$ cat config.mk
export PLATFORM = sky130hd
export DESIGN_NAME = display_idle_power_controller_core
export DESIGN_NICKNAME = d
export VERILOG_FILES = /design/src/design/dipc_pkg.sv /design/src/design/display_idle_power_controller_core.sv /design/src/design/dipc_cfg.sv /design/src/design/dipc_step.sv
export SDC_FILE = /design/constraint.sdc
export NUM_CORES = 1
export LEC_CHECK = 0
export BUFFER_PORTS_ARGS = -buffer_cell sky130_fd_sc_hd__buf_2
export CAP_MARGIN = 20
export CORE_ASPECT_RATIO = 1.75
export CORE_MARGIN = 2
export CORE_UTILIZATION = 30
export DETAILED_ROUTE_END_ITERATION = 16
export PLACE_DENSITY = 0.52
export SYNTH_ARGS = -nofsm -noshare
export SYNTH_HDL_FRONTEND = slang
export SYNTH_HIERARCHICAL = 1
export SYNTH_SLANG_ARGS = --single-unit
export TNS_END_PERCENT = 20
$ cat constraint.sdc
create_clock -name clk_i -period 6.92 [get_ports clk_i]
set_clock_uncertainty 0.2 [all_clocks]
set_input_delay 0.692 -clock clk_i [delete_from_list [all_inputs] [get_ports clk_i]]
set_output_delay 0.692 -clock clk_i [all_outputs]
set_load 0.005 [all_outputs]
$ cat src/design/dipc_pkg.sv
// shared types, codes and constants of the display idle power controller
package dipc_pkg;

  // display power states
  localparam logic [1:0] StActive = 2'd0;
  localparam logic [1:0] StDimmed = 2'd1;
  localparam logic [1:0] StSleep  = 2'd2;

  // power profiles (code three behaves as balanced)
  localparam logic [1:0] ProfBalanced = 2'd0;
  localparam logic [1:0] ProfRuntime  = 2'd1;
  localparam logic [1:0] ProfPerf     = 2'd2;

  // configuration register indexes
  localparam logic [2:0] RegSleepTimeout = 3'd0;
  localparam logic [2:0] RegDimTimeout   = 3'd1;
  localparam logic [2:0] RegPowerProfile = 3'd2;
  localparam logic [2:0] RegActiveBright = 3'd3;
  localparam logic [2:0] RegDimmedBright = 3'd4;

  localparam int unsigned CfgIdxW  = 3;
  localparam int unsigned CfgDataW = 16;
  localparam int unsigned ThrW     = 26;  // 65535 * 1000 fits in 26 bits

  localparam logic [9:0]     MsPerS       = 10'd1000;
  localparam logic [ThrW-1:0] DimThrReset = 26'd30000;

  // cpu clock requests in MHz
  localparam logic [7:0] ClkLow  = 8'd80;
  localparam logic [7:0] ClkMid  = 8'd160;
  localparam logic [7:0] ClkHigh = 8'd240;

  // loop delays in ms
  localparam logic [7:0] DelayFast       = 8'd5;
  localparam logic [7:0] DelayDimBal     = 8'd25;
  localparam logic [7:0] DelayDimRuntime = 8'd50;
  localparam logic [7:0] DelaySleepBal   = 8'd80;
  localparam logic [7:0] DelaySleepRt    = 8'd140;

  // foreground refresh intervals in ms
  localparam logic [9:0] RefreshNone = 10'd0;
  localparam logic [9:0] RefreshPerf = 10'd100;
  localparam logic [9:0] RefreshSlow = 10'd1000;

  // configuration as seen by the event logic, timeouts already in ms
  typedef struct packed {
    logic [ThrW-1:0] sleep_thr_ms;
    logic [ThrW-1:0] dim_thr_ms;
    logic [1:0]      profile;
    logic [7:0]      active_bright;
    logic [7:0]      dimmed_bright;
  } cfg_t;

  // controller state carried between events
  typedef struct packed {
    logic [1:0]  disp_state;
    logic [31:0] last_act_ms;
    logic [7:0]  cur_clk;
  } ctl_state_t;

  // one input event
  typedef struct packed {
    logic        func;
    logic [31:0] now_ms;
    logic        app_demanding;
  } evt_t;

  // one result
  typedef struct packed {
    logic [1:0] power_state;
    logic       display_on;
    logic [7:0] brightness;
    logic       entered_sleep;
    logic       woke_up;
    logic [7:0] cpu_mhz;
    logic       cpu_changed;
    logic [7:0] loop_delay_ms;
    logic [9:0] refresh_interval_ms;
  } res_t;

endpackage

$ cat src/design/display_idle_power_controller_core.sv
// top level: input register, event logic, state and result register
// Display idle power controller: each event (user activity or periodic tick with a
// millisecond timestamp) passes through an input register and the event logic
// into the result register, so one event is taken per clock while the output is
// not stalled; each result is held on the outputs by the result register until
// it is taken while the output is not stalled. The
// controller state (display state, last activity time, cpu clock) is updated as
// the event moves into the result register, so back-to-back events see each other.
// Timeouts are converted to milliseconds when written; configuration must only be
// written while no event is in flight.
module display_idle_power_controller_core import dipc_pkg::*; (
  input  logic                clk_i,
  input  logic                rst_ni,
  input  logic                cfg_we_i,
  input  logic [CfgIdxW-1:0]  cfg_idx_i,
  input  logic [CfgDataW-1:0] cfg_wdata_i,
  input  logic                in_valid_i,
  output logic                in_stall_o,
  input  logic                func_i,
  input  logic [31:0]         now_ms_i,
  input  logic                app_demanding_i,
  output logic                out_valid_o,
  input  logic                out_stall_i,
  output logic [1:0]          power_state_o,
  output logic                display_on_o,
  output logic [7:0]          brightness_o,
  output logic                entered_sleep_o,
  output logic                woke_up_o,
  output logic [7:0]          cpu_mhz_o,
  output logic                cpu_changed_o,
  output logic [7:0]          loop_delay_ms_o,
  output logic [9:0]          refresh_interval_ms_o
);

  cfg_t       cfg;
  evt_t       evt_q;
  logic       evt_vld_q;
  ctl_state_t st_q;
  ctl_state_t st_d;
  res_t       res_d;
  res_t       res_q;
  logic       res_vld_q;
  logic       res_free;
  logic       advance;

  dipc_cfg u_cfg (
    .clk_i       (clk_i),
    .rst_ni      (rst_ni),
    .cfg_we_i    (cfg_we_i),
    .cfg_idx_i   (cfg_idx_i),
    .cfg_wdata_i (cfg_wdata_i),
    .cfg_o       (cfg)
  );

  dipc_step u_step (
    .cfg_i (cfg),
    .st_i  (st_q),
    .evt_i (evt_q),
    .st_o  (st_d),
    .res_o (res_d)
  );

  // pipeline flow control
  assign res_free   = !res_vld_q || !out_stall_i;
  assign advance    = evt_vld_q && res_free;
  assign in_stall_o = evt_vld_q && !res_free;

  // input register
  always_ff @(posedge clk_i or negedge rst_ni) begin
    if (!rst_ni) begin
      evt_vld_q <= 1'b0;
    end else if (!in_stall_o) begin
      evt_vld_q <= in_valid_i;
    end
  end

  always_ff @(posedge clk_i) begin
    if (in_valid_i && !in_stall_o) begin
      evt_q.func          <= func_i;
      evt_q.now_ms        <= now_ms_i;
      evt_q.app_demanding <= app_demanding_i;
    end
  end

  // controller state
  always_ff @(posedge clk_i or negedge rst_ni) begin
    if (!rst_ni) begin
      st_q.disp_state  <= StActive;
      st_q.last_act_ms <= '0;
      st_q.cur_clk     <= '0;
    end else if (advance) begin
      st_q <= st_d;
    end
  end

  // result register
  always_ff @(posedge clk_i or negedge rst_ni) begin
    if (!rst_ni) begin
      res_vld_q <= 1'b0;
    end else if (res_free) begin
      res_vld_q <= evt_vld_q;
    end
  end

  always_ff @(posedge clk_i) begin
    if (advance) begin
      res_q <= res_d;
    end
  end

  assign out_valid_o           = res_vld_q;
  assign power_state_o         = res_q.power_state;
  assign display_on_o          = res_q.display_on;
  assign brightness_o          = res_q.brightness;
  assign entered_sleep_o       = res_q.entered_sleep;
  assign woke_up_o             = res_q.woke_up;
  assign cpu_mhz_o             = res_q.cpu_mhz;
  assign cpu_changed_o         = res_q.cpu_changed;
  assign loop_delay_ms_o       = res_q.loop_delay_ms;
  assign refresh_interval_ms_o = res_q.refresh_interval_ms;

endmodule

$ cat src/design/dipc_cfg.sv
// configuration registers, timeouts converted to milliseconds on write
module dipc_cfg import dipc_pkg::*; (
  input  logic                clk_i,
  input  logic                rst_ni,
  input  logic                cfg_we_i,
  input  logic [CfgIdxW-1:0]  cfg_idx_i,
  input  logic [CfgDataW-1:0] cfg_wdata_i,
  output cfg_t                cfg_o
);

  cfg_t            cfg_q;
  logic [ThrW-1:0] thr_ms;

  // seconds to milliseconds, constant multiply
  assign thr_ms = ThrW'({10'b0, cfg_wdata_i} * {16'b0, MsPerS});

  // register writes
  always_ff @(posedge clk_i or negedge rst_ni) begin
    if (!rst_ni) begin
      cfg_q.sleep_thr_ms  <= '0;
      cfg_q.dim_thr_ms    <= DimThrReset;
      cfg_q.profile       <= ProfBalanced;
      cfg_q.active_bright <= 8'd128;
      cfg_q.dimmed_bright <= 8'd32;
    end else if (cfg_we_i) begin
      case (cfg_idx_i)
        RegSleepTimeout: cfg_q.sleep_thr_ms  <= thr_ms;
        RegDimTimeout:   cfg_q.dim_thr_ms    <= thr_ms;
        RegPowerProfile: cfg_q.profile       <= cfg_wdata_i[1:0];
        RegActiveBright: cfg_q.active_bright <= cfg_wdata_i[7:0];
        RegDimmedBright: cfg_q.dimmed_bright <= cfg_wdata_i[7:0];
        default: ;
      endcase
    end
  end

  assign cfg_o = cfg_q;

endmodule

$ cat src/design/dipc_step.sv
// event logic: next controller state and the result for one event
module dipc_step import dipc_pkg::*; (
  input  cfg_t       cfg_i,
  input  ctl_state_t st_i,
  input  evt_t       evt_i,
  output ctl_state_t st_o,
  output res_t       res_o
);

  logic [31:0] idle_ms;
  logic        perf_like;
  logic        sleep_go;
  logic        dim_go;
  logic [1:0]  nxt_state;
  logic        req_en;
  logic [7:0]  req_clk;
  logic        entered;
  logic        woke;

  assign idle_ms   = evt_i.now_ms - st_i.last_act_ms;
  assign perf_like = (cfg_i.profile == ProfPerf) || evt_i.app_demanding;
  assign sleep_go  = (cfg_i.sleep_thr_ms != '0) && (st_i.disp_state != StSleep) &&
                     (idle_ms >= {6'b0, cfg_i.sleep_thr_ms});
  assign dim_go    = (st_i.disp_state == StActive) && (idle_ms >= {6'b0, cfg_i.dim_thr_ms});

  // state transition and clock request
  always_comb begin
    nxt_state = st_i.disp_state;
    req_en    = 1'b0;
    req_clk   = ClkLow;
    entered   = 1'b0;
    woke      = 1'b0;
    if (!evt_i.func) begin
      // user activity
      if (st_i.disp_state == StSleep) begin
        nxt_state = StActive;
        woke      = 1'b1;
        req_en    = 1'b1;
        if (cfg_i.profile == ProfPerf) begin
          req_clk = ClkHigh;
        end else if (cfg_i.profile == ProfRuntime) begin
          req_clk = ClkLow;
        end else begin
          req_clk = ClkMid;
        end
      end else if (st_i.disp_state == StDimmed) begin
        nxt_state = StActive;
      end
    end else begin
      // periodic tick
      req_en = 1'b1;
      if (sleep_go) begin
        nxt_state = StSleep;
        entered   = 1'b1;
        req_clk   = perf_like ? ClkHigh : ClkLow;
      end else begin
        if (dim_go) begin
          nxt_state = StDimmed;
        end
        if (perf_like) begin
          req_clk = ClkHigh;
        end else if (nxt_state == StActive) begin
          req_clk = (cfg_i.profile == ProfRuntime) ? ClkLow : ClkMid;
        end else begin
          req_clk = ClkLow;
        end
      end
    end
  end

  // next state
  always_comb begin
    st_o             = st_i;
    st_o.disp_state  = nxt_state;
    if (!evt_i.func) begin
      st_o.last_act_ms = evt_i.now_ms;
    end
    if (req_en) begin
      st_o.cur_clk = req_clk;
    end
  end

  // result fields
  always_comb begin
    res_o.power_state   = nxt_state;
    res_o.display_on    = (nxt_state != StSleep);
    res_o.entered_sleep = entered;
    res_o.woke_up       = woke;
    res_o.cpu_mhz       = req_en ? req_clk : st_i.cur_clk;
    res_o.cpu_changed   = req_en && (req_clk != st_i.cur_clk);
    if (nxt_state == StSleep) begin
      res_o.brightness          = 8'd0;
      res_o.refresh_interval_ms = RefreshNone;
      if (perf_like) begin
        res_o.loop_delay_ms = DelayFast;
      end else if (cfg_i.profile == ProfRuntime) begin
        res_o.loop_delay_ms = DelaySleepRt;
      end else begin
        res_o.loop_delay_ms = DelaySleepBal;
      end
    end else if (nxt_state == StDimmed) begin
      res_o.brightness          = cfg_i.dimmed_bright;
      res_o.refresh_interval_ms = perf_like ? RefreshPerf : RefreshSlow;
      if (perf_like) begin
        res_o.loop_delay_ms = DelayFast;
      end else if (cfg_i.profile == ProfRuntime) begin
        res_o.loop_delay_ms = DelayDimRuntime;
      end else begin
        res_o.loop_delay_ms = DelayDimBal;
      end
    end else begin
      res_o.brightness          = cfg_i.active_bright;
      res_o.refresh_interval_ms = RefreshNone;
      res_o.loop_delay_ms       = DelayFast;
    end
  end

endmodule
# After elaboration in Yosys (flattened, before gate mapping)
# Cells that the tools add are included.
[word_totals]
reg_bits = 182
elab_cells = 92
inputBits = 58
output_inout_bits = 42
[classes]
magnitude_cmp = 2
n_mul = 1
eq_ne = 13
n_bitwise = 2
n_mux = 27
add_sub_neg = 1
reduce_logical = 24
[op_table]
columns = ["cell", "n"]
rows = [
  ["$mux 8", 13],
  ["$ge 32x26->1", 2],
  ["$mux 18", 2],
  ["$sub 32x32->32", 1],
  ["$reduce_bool 26->1", 1],
  ["$mul 16x7->23 const B", 1],
  ["$mux 2", 7],
  ["$reduce_and 2->1", 6],
  ["$mux 10", 1],
  ["$ne 8x8->1", 1],
  ["$logic_and 1x1->1", 7],
  ["$eq 2x1->1 const B", 3],
  ["$eq 2x2->1 const B", 3],
  ["$eq 3x2->1 const B", 2],
  ["$mux 6", 1],
  ["$logic_not 1->1", 4],
  ["$logic_not 2->1", 2],
  ["$ne 2x2->1 const B", 2],
  ["$eq 3x1->1 const B", 1],
  ["$eq 3x3->1 const B", 1],
  ["$logic_not 3->1", 1],
  ["$mux 1", 3],
  ["$logic_or 1x1->1", 2],
  ["$not 1->1", 2],
  ["$reduce_or 2->1", 1],
]

# Longest topological paths before layout
[depth]
depth_word = 13
mapped_depth = 28
mapped_depth_nobuf = 26

# By module
# The synthesis kept the hierarchy.
[modules_own_cells]
columns = ["module", "seq_area_each_um2", "area_each_um2", "n_inst", "cells_per_inst"]
rows = [
  ["dipc_cfg", 1612.8, 5139.9, 1, 494],
  ["dipc_step", 0.0, 4242.8, 1, 600],
  ["display_idle_power_controller_core", 3323.2, 3893.7, 1, 170],
]

# Worst setup path before layout
# OpenSTA, ideal clock, no wires.
[synth_timing]
path_type = "register -> register"
from = "reg evt_q[1] (netlist bit)"
to = "reg st_q[4] (netlist bit)"
n_path_buf = 1
synth_period_minus_slack_ns = 4.939
arrival_time_ns = 4.612
slack_ns = 1.981
stages_incl_launch_ff = 28
required_time_ns = 6.593
setup_time_ns = 0.127
cell_sequence = "edfxtp_1 inv_1 ha_1 inv_1 fa_1 a21o_1 a221oi_2 nand3b_1 o31a_2 nor2b_1 o21ai_0 nand2b_1 a21oi_1 nor3_1 nor3_1 xnor2_1 ha_1 nand2_1 nor2_1 nand2_1 o22a_1 nand3_1 a21oi_1 nand4_2 o31a_1 mux2_2 buf_4 mux2_1"
[synth_lines]
columns = ["item", "line", "text"]
rows = [
  ["start, declared", "display_idle_power_controller_core.sv:36", "evt_t evt_q;"],
  ["end signal, assigned", "display_idle_power_controller_core.sv:92", "st_q <= st_d;"],
  ["end, declared", "display_idle_power_controller_core.sv:38", "ctl_state_t st_q;"],
]

==> out/qor_table.md <==
| Parameter | This run | Unit |
|:---|:---|:---|
| Outcome | finished clean | - |
| FP Rows | 102 | - |
| Final Hold Fails | 0 | - |
| Highest-count cells in the layout ignoring fill and taps | sky130_fd_sc_hd__inv_1 (180), sky130_fd_sc_hd__ha_1 (138), sky130_fd_sc_hd__dfrtp_1 (99) | - |
| Slew Limit Headroom | 35.7 | % |
| DP Worst Slack | 1.26 | ns |
| Via density per instance | 4.76 | - |
| Top cell type's share of synthesized area | 18.7 | % |
| Post-layout instance count excluding filler cells | 1920 | - |
| Depth of the CTS H-tree | 4 | - |
| Setup Viol. Count Final | 0 | - |
| Summed negative setup slack over all endpoints | 0 | ns |
| First-pass GRT wire length | 51.9 | mm |
| Routed Antenna Nets | 0 | - |
| Largest net degree at the start of global routing | 83 | - |
| Die W | 163 | um |
| I/O Buffers | 99 | - |
| Average cell area after synthesis | 10.5 | um2 |
| Kind of critical path | register to register | - |
| Top Ports | 100 | - |
| Slew @ Worst Pin | 0.964 | ns |
| Deepest clock path buffer count | 2 | - |
| Number of vias in the routed layout | 9148 | - |
| Number of antenna diodes | 0 | - |
| Fraction of layout instances using a drive strength above 1 | 20.0 | % |
| Ys async rst share | 59.3 | % |
| Period Utilization, post-route | 81.8 | % |
| Maximum fanout along the worst path | 17 | - |
| Total area of multi-input combinational cells | 7320 | um2 |
| Power Density | 413 | nW/um2 |
| TritonRoute pass-1 iters | 5 | - |
| Post_cts resized | 0 | - |
| Core region area | 44000 | um2 |
| Clock root buffer | sky130_fd_sc_hd__clkbuf_16 | - |
| Layout fillers | 4511 | - |
| Clk Latency, worst-skew pair | 0.45 | ns |
| RSZ-0062 raised after global routing | false | - |
| Seq cells post-synth | 182 | - |
| Largest area contributor in the netlist | sky130_fd_sc_hd__dfrtp_1 | - |
| Overall die area | 46000 | um2 |
| Number of synthesized flops with an enable pin | 74 | - |
| Post-route minimum period | 5.66 | ns |
| Vias in the first global route | 9503 | - |
| Number of buffers added by the clock tree synthesis step | 17 | - |
| Max-cap viol count | 0 | - |
| Storage element area | 4940 | um2 |
| Die boundary height | 282 | um |
| Worst setup SP type | register | - |
| FF-to-FF path depth | 25 | - |
| GRT Util Overall | 14.8 | % |
| Weighted congestion reported at the end of routability-driven placement | 0.964 | - |
| Leakage | 6.71 | nW |
| Post-synthesis cell type count | 76 | - |
| HPWL after detailed placement | 26.4 | mm |
| Effective utilization at floorplan | 30.2 | % |
| Post-route worst setup slack | 1.26 | ns |
| Worst-path clk slew | 0.07 | ns |
| Routed wirelength normalized by instance count | 16.9 | um |
| Proportion of synthesized chip area in sequential cells | 37.2 | % |
| Remaining global-route overflow | 0 | - |
| TritonCTS clock tree | built | - |
| Max Clk Rate | 177 | MHz |
| Max rail drop VDD | 0.000184 | V |
| Max Transition Viols Final | 0 | - |
| Iteration-0 DRC count of the detailed router | 346 | - |
| Clock Sink Count | 182 | - |
| Post-CTS repair timing setup buffer count | 0 | - |
| WL final | 32.5 | mm |
| Final core utilization | 33.6 | % |
| Required time reported for the critical path endpoint | 6.89 | ns |
| Layout overhead on the synthesized area | 11.4 | % |
| # nets final | 1586 | - |
| Arr. time, crit path | 5.64 | ns |
| Number of warnings issued by yosys | 6 | - |
| Worst Setup End Kind | register | - |
| Antenna violations before repair | 0 | - |
| Number of remaining DRC errors | 0 | - |
| Netlist Area Pre-Place | 13300 | um2 |
| Cell count after placement | 1887 | - |
| Commonest non-fill, non-tap cell in the layout | sky130_fd_sc_hd__inv_1 | - |
| Hold buffers post-CTS | 0 | - |
| Synth area leaders | sky130_fd_sc_hd__dfrtp_1 (19%), sky130_fd_sc_hd__edfxtp_1 (17%), sky130_fd_sc_hd__ha_1 (13%) | - |
| Post-synth top flop | sky130_fd_sc_hd__dfrtp_1 | - |
| Cell count after synthesis | 1264 | - |
| Path category of the worst min-delay check | input port to asynchronous set/reset pin | - |
| Min Hold Slack | 0.0543 | ns |
## where the power goes
group          total [W]  switching (W)  internal [W]
logic            0.00355        0.00209       0.00146
registers        0.00160       0.000179       0.00142
clock network   0.000959       0.000476      0.000484
total            0.00611        0.00275       0.00336
## registers in the layout, indices dropped and copies added, names as in the netlist
register and flops:
u_cfg/cfg_o 64, loop_delay_ms_o 8, evt_q 34, refresh_interval_ms_o 10
out_valid_o 1, power_state_o 2, display_on_o 1, st_q 42
woke_up_o 1, cpu_mhz_o 8, cpu_changed_o 1, entered_sleep_o 1
brightness_o 8, evt_vld_q 1
## routing by layer
metal / GRT usage [%] / share of wire (%)
met1: 14.9 / 36
met5: 0 / 0
met4: 6.38 / 3.3
met3: 1.82 / 2.2
met2: 29.7 / 58
## final cells by class
cell class,count,area share [%]
Multi-Input combinational cell,849,49.5
Sequential cell,182,33.4
Tap cell,572,4.84
Inverter,180,4.57
Timing Repair Buffer,105,3.81
Clock buffer,17,2.88
Clock inverter,15,1.07
## synth_stat cells, types with 3 or more instances
master,n
sky130_fd_sc_hd__a31oi_1,8
sky130_fd_sc_hd__buf_6,3
sky130_fd_sc_hd__nor3_1,14
sky130_fd_sc_hd__or3_1,3
sky130_fd_sc_hd__o21bai_1,6
sky130_fd_sc_hd__buf_4,26
sky130_fd_sc_hd__ha_1,138
sky130_fd_sc_hd__o21a_1,8
sky130_fd_sc_hd__a211oi_1,7
sky130_fd_sc_hd__and2_1,11
sky130_fd_sc_hd__edfxtp_1,74
sky130_fd_sc_hd__a211o_1,3
sky130_fd_sc_hd__o21ai_2,3
sky130_fd_sc_hd__xor2_1,24
sky130_fd_sc_hd__nand3_1,13
sky130_fd_sc_hd__dfrtp_1,99
sky130_fd_sc_hd__nand2_1,95
sky130_fd_sc_hd__a21o_1,33
sky130_fd_sc_hd__clkbuf_1,21
sky130_fd_sc_hd__o21ai_1,3
sky130_fd_sc_hd__fa_1,55
sky130_fd_sc_hd__buf_2,5
sky130_fd_sc_hd__a22o_1,9
sky130_fd_sc_hd__buf_1,3
sky130_fd_sc_hd__o311ai_0,3
sky130_fd_sc_hd__xnor2_1,24
sky130_fd_sc_hd__inv_1,180
sky130_fd_sc_hd__mux2i_1,3
sky130_fd_sc_hd__and3_1,6
sky130_fd_sc_hd__nand2b_1,10
sky130_fd_sc_hd__dfstp_2,9
sky130_fd_sc_hd__nor4_1,11
sky130_fd_sc_hd__o211ai_1,9
sky130_fd_sc_hd__a21oi_1,63
sky130_fd_sc_hd__o21ai_0,78
sky130_fd_sc_hd__nand4_1,18
sky130_fd_sc_hd__or2_2,6
sky130_fd_sc_hd__mux2_2,92
sky130_fd_sc_hd__nor3b_1,3
sky130_fd_sc_hd__nor2_1,32
sky130_fd_sc_hd__nor2b_1,8
## worst paths after layout
check,from,slack [ns],to
min reg2reg,u_cfg/cfg_o[36]$_DFFE_PN0P_,0.28,u_cfg/cfg_o[36]$_DFFE_PN0P_
min in group clk_i,now_ms_i[24],0.21,evt_q[25]$_DFFE_PP_
max in group asynchronous,rst_ni,5.13,u_cfg/cfg_o[50]$_DFFE_PN0P_
min,rst_ni,0.05,st_q[10]$_DFFE_PN0P_
max,evt_q[1]$_DFFE_PP_,1.26,loop_delay_ms_o[2]$_DFFE_PP_
max reg2reg,evt_q[1]$_DFFE_PP_,1.26,loop_delay_ms_o[2]$_DFFE_PP_
## logic make-up (layout without fill, tap and decap cells)
family / Yosys count / after routing / share of synthesized area (%)
multiplexers: 97 / 97 / 8.20
flip-flops: 182 / 182 / 37.2
AO/OA/AOI/OAI: 260 / 260 / 13.0
buffers and inverters: 240 / 317 / 7.89
adder cells (fa/ha/maj): 193 / 193 / 21.3
AND/OR/NAND/NOR: 241 / 241 / 9.12
XOR/XNOR: 49 / 49 / 3.29
other: 2 / 9 / 0.0566
## per-stage QoR
step	power, W	area [um2]
finish	0.00611	14800
floorplan	0.00424	13300
CTS	0.00620	14800
global placement	0.00514	14200
detailed placement	0.00521	14200
global route	0.00671	14800
## worst max-delay path, cell delays in order, from the launching register on
cell,delay (ns)
sky130_fd_sc_hd__edfxtp_1,0.36
sky130_fd_sc_hd__inv_1,0.07
sky130_fd_sc_hd__ha_1,0.15
sky130_fd_sc_hd__inv_1,0.05
sky130_fd_sc_hd__fa_1,0.40
sky130_fd_sc_hd__a21o_1,0.21
sky130_fd_sc_hd__a221oi_2,0.32
sky130_fd_sc_hd__nand3b_1,0.23
sky130_fd_sc_hd__o31a_2,0.29
sky130_fd_sc_hd__nor2b_1,0.06
sky130_fd_sc_hd__o21ai_0,0.15
sky130_fd_sc_hd__nand2b_1,0.11
sky130_fd_sc_hd__a21oi_1,0.23
sky130_fd_sc_hd__nor3_1,0.09
sky130_fd_sc_hd__nor3_1,0.20
sky130_fd_sc_hd__xnor2_1,0.14
sky130_fd_sc_hd__ha_1,0.29
sky130_fd_sc_hd__nand2_1,0.06
sky130_fd_sc_hd__nor2_1,0.14
sky130_fd_sc_hd__nand2_1,0.09
sky130_fd_sc_hd__nor4_1,0.27
sky130_fd_sc_hd__a21oi_1,0.14
sky130_fd_sc_hd__nand4_2,0.17
sky130_fd_sc_hd__nand2_1,0.11
sky130_fd_sc_hd__nor3_4,0.68
sky130_fd_sc_hd__o21ai_0,0.16
No activity file was read; power rests on OpenSTA's default activity.
